===== config.mk =====
export PLATFORM = sky130hd
export DESIGN_NAME = pcm_ctrl
export DESIGN_NICKNAME = d
export VERILOG_FILES = /design/src/design/pcm_pkg.sv /design/src/design/pcm_ctrl.sv
export SDC_FILE = /design/constraint.sdc
export NUM_CORES = 1
export LEC_CHECK = 0
export BUFFER_PORTS_ARGS = -buffer_cell sky130_fd_sc_hd__buf_2
export CAP_MARGIN = 20
export CORE_ASPECT_RATIO = 0.9
export CORE_MARGIN = 10
export CORE_UTILIZATION = 55
export DETAILED_ROUTE_END_ITERATION = 8
export PLACE_DENSITY = 0.82
export SKIP_LAST_GASP = 1
export SLEW_MARGIN = 20
export SYNTH_ARGS = -nofsm -noshare
export SYNTH_HDL_FRONTEND = slang
export SYNTH_SLANG_ARGS = --single-unit

===== constraint.sdc =====
create_clock -name clk_i -period 3.3 [get_ports clk_i]
set_input_delay 0.33 -clock clk_i [delete_from_list [all_inputs] [get_ports clk_i]]
set_output_delay 0.33 -clock clk_i [all_outputs]
set_load 0.01 [all_outputs]

===== src/design/pcm_pkg.sv =====
// Shared types, constants and saturating helpers for the playback clock mapper.
// Used by pcm_scale, pcm_dp, pcm_ctrl and playback_clock_mapper. No dependencies.
`default_nettype none

package pcm_pkg;

  localparam int RATE_FRAC_BITS = 16;
  localparam logic [63:0] US_SCALE   = 64'd1000 << RATE_FRAC_BITS;
  localparam logic [23:0] RATE_ONE   = 24'd1 << RATE_FRAC_BITS;
  localparam logic [63:0] LIM_WIDE   = 64'h7FFF_FFFF_FFFF_FFFF;
  localparam logic [63:0] LIM_NARROW = 64'h0000_0000_7FFF_FFFF;

  localparam logic [2:0] KIND_HARD  = 3'd0;
  localparam logic [2:0] KIND_SOFT  = 3'd1;
  localparam logic [2:0] KIND_RATE  = 3'd2;
  localparam logic [2:0] KIND_PAUSE = 3'd3;
  localparam logic [2:0] KIND_POSQ  = 3'd4;
  localparam logic [2:0] KIND_TIMEQ = 3'd5;

  typedef enum logic [4:0] {
    OP_NONE,
    OP_LATCH,
    OP_HARD,
    OP_S_SRC,
    OP_C_TMP,
    OP_K1_ANCHOR,
    OP_MK_CHECK,
    OP_S_DSTP,
    OP_C_DSTP,
    OP_S_SRATE,
    OP_C_SRATE,
    OP_ADV_PAUSED,
    OP_S_ADV,
    OP_C_ADV,
    OP_SET_RATE,
    OP_MK_SETUP2,
    OP_SET_PAUSE,
    OP_S_QPOS,
    OP_C_QPOS,
    OP_S_QTIME,
    OP_C_QTIME,
    OP_OUT_LOAD
  } op_e;

  typedef struct packed {
    op_e op;
  } pcm_cmd_t;

  typedef struct packed {
    logic [2:0] kind;
    logic       fix_zero;
    logic       rate_chg;
    logic       pause_chg;
    logic       paused;
    logic       slew_valid;
    logic       span_pos;
    logic       sc_done;
    logic       out_free;
  } pcm_sts_t;

  function automatic logic [63:0] sadd(input logic [63:0] a, input logic [63:0] b);
    logic [63:0] s;
    s = a + b;
    if (a[63] == b[63] && s[63] != a[63]) begin
      s = a[63] ? {1'b1, 63'd0} : LIM_WIDE;
    end
    return s;
  endfunction

  function automatic logic [63:0] ssub(input logic [63:0] a, input logic [63:0] b);
    logic [63:0] s;
    s = a - b;
    if (a[63] != b[63] && s[63] != a[63]) begin
      s = a[63] ? {1'b1, 63'd0} : LIM_WIDE;
    end
    return s;
  endfunction

  function automatic logic [63:0] mag64(input logic [63:0] a);
    return a[63] ? (64'd0 - a) : a;
  endfunction

endpackage

`default_nettype wire


===== src/design/pcm_ctrl.sv =====
// Controller: sequences each request through the datapath's commands.
// Depends on pcm_pkg; talks to pcm_dp by pcm_cmd_t / pcm_sts_t only.
`default_nettype none

module pcm_ctrl import pcm_pkg::*; (
  input  wire logic     clk_i,
  input  wire logic     rst_ni,
  input  wire logic     in_valid_i,
  output logic          in_ready_o,
  input  wire pcm_sts_t sts_i,
  output pcm_cmd_t      cmd_o
);

  localparam logic [3:0] S_IDLE    = 4'd0;
  localparam logic [3:0] S_DISP    = 4'd1;
  localparam logic [3:0] S_W_SRC   = 4'd2;
  localparam logic [3:0] S_K1A     = 4'd3;
  localparam logic [3:0] S_MK_CHK  = 4'd4;
  localparam logic [3:0] S_DSTP    = 4'd5;
  localparam logic [3:0] S_W_DSTP  = 4'd6;
  localparam logic [3:0] S_SRATE   = 4'd7;
  localparam logic [3:0] S_W_SRATE = 4'd8;
  localparam logic [3:0] S_ADV     = 4'd9;
  localparam logic [3:0] S_W_ADV   = 4'd10;
  localparam logic [3:0] S_POST    = 4'd11;
  localparam logic [3:0] S_MK2     = 4'd12;
  localparam logic [3:0] S_W_Q     = 4'd13;
  localparam logic [3:0] S_FIN     = 4'd14;

  logic [3:0] st_q, st_d;

  always_comb begin
    st_d       = st_q;
    cmd_o.op   = OP_NONE;
    in_ready_o = (st_q == S_IDLE);
    unique case (st_q)
      S_IDLE: if (in_valid_i) begin
        cmd_o.op = OP_LATCH;
        st_d     = S_DISP;
      end
      S_DISP: begin
        priority if (sts_i.kind == KIND_HARD ||
                     (sts_i.kind == KIND_SOFT && sts_i.fix_zero)) begin
          cmd_o.op = OP_HARD;
          st_d     = S_FIN;
        end else if (sts_i.kind == KIND_SOFT) begin
          cmd_o.op = OP_S_SRC;
          st_d     = S_W_SRC;
        end else if (sts_i.kind == KIND_RATE) begin
          st_d = sts_i.rate_chg ? S_ADV : S_FIN;
        end else if (sts_i.kind == KIND_PAUSE) begin
          st_d = sts_i.pause_chg ? S_ADV : S_FIN;
        end else if (sts_i.kind == KIND_POSQ) begin
          cmd_o.op = OP_S_QPOS;
          st_d     = S_W_Q;
        end else if (sts_i.kind == KIND_TIMEQ) begin
          cmd_o.op = OP_S_QTIME;
          st_d     = S_W_Q;
        end else begin
          st_d = S_FIN;
        end
      end
      S_W_SRC: if (sts_i.sc_done) begin
        cmd_o.op = OP_C_TMP;
        st_d     = S_K1A;
      end
      S_K1A: begin
        cmd_o.op = OP_K1_ANCHOR;
        st_d     = S_MK_CHK;
      end
      S_MK_CHK: begin
        cmd_o.op = OP_MK_CHECK;
        st_d     = sts_i.span_pos ? S_DSTP : S_FIN;
      end
      S_DSTP: begin
        cmd_o.op = OP_S_DSTP;
        st_d     = S_W_DSTP;
      end
      S_W_DSTP: if (sts_i.sc_done) begin
        cmd_o.op = OP_C_DSTP;
        st_d     = S_SRATE;
      end
      S_SRATE: begin
        cmd_o.op = OP_S_SRATE;
        st_d     = S_W_SRATE;
      end
      S_W_SRATE: if (sts_i.sc_done) begin
        cmd_o.op = OP_C_SRATE;
        st_d     = S_FIN;
      end
      S_ADV: begin
        if (sts_i.paused) begin
          cmd_o.op = OP_ADV_PAUSED;
          st_d     = S_POST;
        end else begin
          cmd_o.op = OP_S_ADV;
          st_d     = S_W_ADV;
        end
      end
      S_W_ADV: if (sts_i.sc_done) begin
        cmd_o.op = OP_C_ADV;
        st_d     = S_POST;
      end
      S_POST: begin
        if (sts_i.kind == KIND_RATE) begin
          cmd_o.op = OP_SET_RATE;
          st_d     = sts_i.slew_valid ? S_MK2 : S_FIN;
        end else begin
          cmd_o.op = OP_SET_PAUSE;
          st_d     = S_FIN;
        end
      end
      S_MK2: begin
        cmd_o.op = OP_MK_SETUP2;
        st_d     = S_MK_CHK;
      end
      S_W_Q: if (sts_i.sc_done) begin
        cmd_o.op = (sts_i.kind == KIND_POSQ) ? OP_C_QPOS : OP_C_QTIME;
        st_d     = S_FIN;
      end
      S_FIN: if (sts_i.out_free) begin
        cmd_o.op = OP_OUT_LOAD;
        st_d     = S_IDLE;
      end
      default: st_d = S_IDLE;
    endcase
  end

  always_ff @(posedge clk_i or negedge rst_ni) begin
    if (!rst_ni) begin
      st_q <= S_IDLE;
    end else begin
      st_q <= st_d;
    end
  end

endmodule

`default_nettype wire


Word-level counts from Yosys, hierarchy flattened:

Cells that the tools add are included.

* shifts and indexed selects: 0
* reductions and logical operators: 7
* div/mod/pow operators: 0
* eq/ne operators: 25
* multiply operators: 0
* order comparisons: 0
* $add $sub $neg: 0
* muxes and demuxes: 36
* bitwise operators: 0

Operators with widths (count)
* case mux 5 bit (15 select lines): 1
* case mux 4 bit (13 select lines): 1
* two-way mux 4 bit: 12
* two-way mux 5 bit: 9
* == test 4 bit, second input constant: 7
* two-way mux 3 bit: 7
* == test 4 x 3 -> 1 bit, second input constant: 4
* inequality test 2 bit, second input constant: 5
* == test 4 x 2 -> 1 bit, second input constant: 2
* two-way mux 2 bit: 4
* == test 3 x 2 -> 1 bit, second input constant: 2
* == test 3 bit, second input constant: 2
* AND reduction 6 bit: 1
* == test 4 x 1 -> 1 bit, second input constant: 1
* zero test 4 bit: 1
* OR reduction 2 bit: 2
* == test 3 x 1 -> 1 bit, second input constant: 1
* zero test 3 bit: 1
* two-way mux 1 bit: 2
* inequality test 2 x 1 -> 1 bit, second input constant: 1
* logical AND 1 bit: 1
* logical OR 1 bit: 1

* ROM bits: 0
* output and inout bits: 6
* logic and storage cells: 69
* bits in registers: 4
* input port bits: 14
* memories: 0
* latch bits: 0
* bits in writable memories: 0

Logic depth before layout (Yosys ltp):

* depth after elaboration: 8
* depth in mapped cells: 6
* depth with buffers taken out: 4

Least setup slack after synthesis:

OpenSTA, ideal clock, no wires.

* path kind: input to output
* start point: input sts_i[9] in the netlist's numbering
* end point: output cmd_o[3] in the netlist's numbering
* slack: 1609 ps
* stages on the path: 5
* arrival: 1361 ps
* cells stage by stage: buf_2 -> nor3b_1 -> o21ai_0 -> a21boi_0 -> o31ai_1

RTL lines
* start: declaration: line pcm_ctrl.sv:10 `input wire pcm_sts_t sts_i,`
* end: declaration: line pcm_ctrl.sv:11 `output pcm_cmd_t cmd_o`

==> run_summary.xml <==
<?xml version="1.0" encoding="UTF-8"?>
<metrics>
  <group name="critical_path">
    <metric name="crit_path_launch_type" unit="">flop</metric>
    <metric name="slowest_stage" unit="">dfrtp_1</metric>
    <metric name="r2r_slack" unit="ps">1090</metric>
    <metric name="slowest_delay" unit="ps">880</metric>
    <metric name="setup.worst_path.end_class" unit="">primary output</metric>
    <metric name="worst_r2r_path_depth" unit="">4</metric>
    <metric name="critical_path_peak_fanout" unit="">32</metric>
    <metric name="timing.critical_path.arrival" unit="ps">2160</metric>
    <metric name="path_class" unit="">reg2out</metric>
    <metric name="worstPathCellList" unit="">inv_1 &gt; a21oi_1 &gt; o2bb2ai_1 &gt; or3_1 &gt; buf_2</metric>
    <metric name="timing.rr.end" unit="">st_q[3]$_DFFE_PN0P_</metric>
    <metric name="r2r_start" unit="">st_q[3]$_DFFE_PN0P_</metric>
    <metric name="cp.required" unit="ps">2970</metric>
  </group>
  <group name="sta">
    <metric name="setup-tns-final" unit="ps">0</metric>
    <metric name="rsz_0062_raised_after_global_routing" unit="">false</metric>
    <metric name="fin_worst_skew" unit="ps">10.8</metric>
    <metric name="fmax" unit="MHz">401</metric>
    <metric name="relative_slew_margins" unit="">0.435</metric>
    <metric name="tightest_slew" unit="ps">848</metric>
    <metric name="report.final.slew_viol_count" unit="">0</metric>
    <metric name="hold_violations" unit="">0</metric>
    <metric name="period_needed" unit="ps">2490</metric>
    <metric name="layout_worst_path_cycle_share" unit="">0.756</metric>
    <metric name="setup-violations-final" unit="">0</metric>
  </group>
  <group name="floorplanning">
    <metric name="fp.dieH" unit="um">57.1</metric>
    <metric name="boundaryPins" unit="">20</metric>
    <metric name="core-area" unit="um2">1450</metric>
    <metric name="die_w" unit="um">61.2</metric>
    <metric name="floorplan.initialDensity" unit="">0.581</metric>
    <metric name="floorplan.rows" unit="">13</metric>
    <metric name="die_area" unit="um2">3500</metric>
  </group>
  <group name="clock_tree">
    <metric name="ctsHtreeMaxLevel" unit="">1</metric>
    <metric name="cts_root_buf" unit="">clkbuf_4</metric>
    <metric name="max-clock-path-buffers" unit="">2</metric>
    <metric name="clkSinkCount" unit="">4</metric>
    <metric name="cts_tree" unit="">yes</metric>
    <metric name="clkTransAtPathRegs" unit="ps">40</metric>
    <metric name="clk-insertion-delay-late" unit="ps">250</metric>
    <metric name="cts_buffers" unit="">3</metric>
  </group>
  <group name="final_layout">
    <metric name="utilization" unit="">0.627</metric>
    <metric name="final-instance-count-excl-fill" unit="">150</metric>
    <metric name="design.final.nets" unit="">151</metric>
    <metric name="insertedDiodeCount" unit="">0</metric>
    <metric name="layout_commonest_cell" unit="">buf_2</metric>
    <metric name="layout_common_cells" unit="">buf_2 (19), o21ai_0 (12), nand2_1 (9), a21oi_1 (9)</metric>
    <metric name="top_regs" unit="">st_q: 4 flops</metric>
    <metric name="largest_register_ff_count" unit="">4</metric>
    <metric name="registers.top_by_ff_count" unit="">st_q</metric>
    <metric name="final.fill_count" unit="">135</metric>
    <metric name="drive_gt1_frac" unit="">0.170</metric>
    <metric name="layout-area-overhead-vs-synth" unit="%">7.89</metric>
  </group>
  <group name="synth">
    <metric name="instance_count_of_the_mapped_netlist" unit="">126</metric>
    <metric name="synth_async_sr_flop_share" unit="">1.00</metric>
    <metric name="cell_area_after_technology_mapping" unit="um2">841</metric>
    <metric name="yosys_register_bits" unit="">4</metric>
    <metric name="number_of_flops_mapped_to_enable_cells_by_yosys" unit="">0</metric>
    <metric name="syn-num-nets" unit="">140</metric>
    <metric name="ys.warnings.count" unit="">0</metric>
    <metric name="ys_types" unit="">46</metric>
    <metric name="synth.yosys.seq_area_share" unit="">0.119</metric>
    <metric name="synth_flop_type" unit="">dfrtp_1</metric>
    <metric name="post_synth.cell_area_avg" unit="um2">6.67</metric>
  </group>
  <group name="hold_path">
    <metric name="hp-class" unit="">in2async</metric>
  </group>
  <group name="route">
    <metric name="routed_wl" unit="um">2530</metric>
    <metric name="routed_wire_length_per_instance" unit="um">16.9</metric>
    <metric name="drt_iter0_markers" unit="">65</metric>
    <metric name="ant_nets" unit="">0</metric>
    <metric name="drt_pass1_iterations" unit="">4</metric>
    <metric name="route.detailed.vias_per_inst" unit="">6.88</metric>
    <metric name="routed_vias" unit="">1032</metric>
    <metric name="drc" unit="">0</metric>
  </group>
  <group name="placed_design">
    <metric name="dp_cells" unit="">146</metric>
    <metric name="dp_hpwl" unit="um">1810</metric>
    <metric name="input_output_buffers" unit="">19</metric>
    <metric name="gpl.final_weighted_congestion" unit="">0.934</metric>
  </group>
  <group name="pwr">
    <metric name="power_leakage" unit="uW">0.000360</metric>
    <metric name="power-per-cell-area" unit="nW/um2">914</metric>
    <metric name="finalPower" unit="uW">829</metric>
    <metric name="peakVddDrop" unit="uV">620</metric>
  </group>
  <group name="global_routing">
    <metric name="overflow" unit="">0</metric>
    <metric name="number_of_antenna_violations_at_the_first_check_in_global_routing" unit="">0</metric>
    <metric name="first_global_vias" unit="">875</metric>
    <metric name="gr-usage-all-layers" unit="">0.148</metric>
    <metric name="pin_count_of_the_biggest_net_entering_global_routing" unit="">33</metric>
    <metric name="first_pass_grt_wire_length" unit="um">4090</metric>
  </group>
  <group name="run_status">
    <metric name="outcome" unit="">finished clean</metric>
  </group>
  <group name="job">
    <metric name="drv_cap" unit="">0</metric>
  </group>
</metrics>
synthesized netlist by cell type, types with 2 or more instances:
cell,instances,area share
o32a_1,2,0.024
nor3_1,7,0.042
nor2_1,7,0.031
nand3_1,2,0.012
a21boi_0,2,0.018
nand2_1,9,0.040
o31ai_1,2,0.018
buf_2,10,0.060
buf_4,2,0.018
a21oi_1,9,0.054
dfrtp_1,4,0.12
and3_1,3,0.022
nor2b_1,5,0.037
nor4_1,3,0.022
inv_1,3,0.013
or3_1,4,0.030
a31oi_1,3,0.022
nor3b_1,4,0.036
nand2b_1,6,0.045
o221ai_1,2,0.021
o21ai_0,12,0.071
stage by stage:
| step | hold WS, ps | cell area, um2 | worst slack, ps |
|---|---|---|---|
| 2_1_floorplan | 34.4 | 841 | 1610 |
| 3_3_place_gp | 134 | 875 | 1210 |
| 3_5_place_dp | 136 | 875 | 1110 |
| 4_1_cts | 426 | 907 | 855 |
| 5_1_grt | 463 | 907 | 709 |
| 6_report | 440 | 907 | 806 |
worst max-delay path, delay by kind of cell, from the launching register on:
| kind | cells | cell delay, ps |
|---|---|---|
| compound gates | 2 | 320 |
| simple gates | 1 | 340 |
| flops | 1 | 880 |
| buf+inv | 2 | 360 |
cell families (layout without fill, tap and decap cells):
logic type,count (synthesis),after routing,share of synthesized area
compound gates,46,46,0.369
buf+inv,17,26,0.109
flops,4,4,0.119
mux,1,1,0.0119
simple gates,58,58,0.391
final cells by class:
type,instances,area (um2),share of cell area
inverter,3,11.3,0.0124
sequential,4,100,0.110
timing repair buffer,20,105,0.116
clock buffer,3,22.5,0.0248
multi-input combinational,105,649,0.716
tap,15,18.8,0.0207
worst max path at each step:
stage          slack (ps)           startpoint  depth (start not counted)       end
2_1_floorplan        1610             sts_i[9]                          5  cmd_o[3]
3_3_place_gp         1210  st_q[2]$_DFFE_PN0P_                          5  cmd_o[2]
3_5_place_dp         1110  st_q[3]$_DFFE_PN0P_                          5  cmd_o[2]
6_report              810  st_q[3]$_DFFE_PN0P_                          5  cmd_o[2]
4_1_cts               860  st_q[3]$_DFFE_PN0P_                          5  cmd_o[2]
5_1_grt               710  st_q[3]$_DFFE_PN0P_                          5  cmd_o[0]
timing repair:
item / 4_1_cts / 5_1_grt
endpoints found under the setup margin: 0 / 0
setup buffers: 0 / 0
hold endpoints to repair: 4 / 0
resized for setup: 0 / 0
hold buffers: 1 / 0
per-layer routing:
metal | vias to the layer above | part of all wire | GRT usage
met3 | 10 | 0.10 | 0.0465
met2 | 61 | 0.46 | 0.216
li1 | 502 | - | -
met1 | 459 | 0.42 | 0.194
met4 | 0 | 0.023 | 0.0554
met5 | - | 0 | 0
report_power, final:
group | total [uW] | leakage, uW | internal, uW | switching [uW]
clock network | 66.4 | 0.0000138 | 41.0 | 25.4
logic | 541 | 0.000298 | 261 | 281
registers | 222 | 0.0000486 | 73.7 | 148
Note: power is estimated with default switching activity, not from simulation.
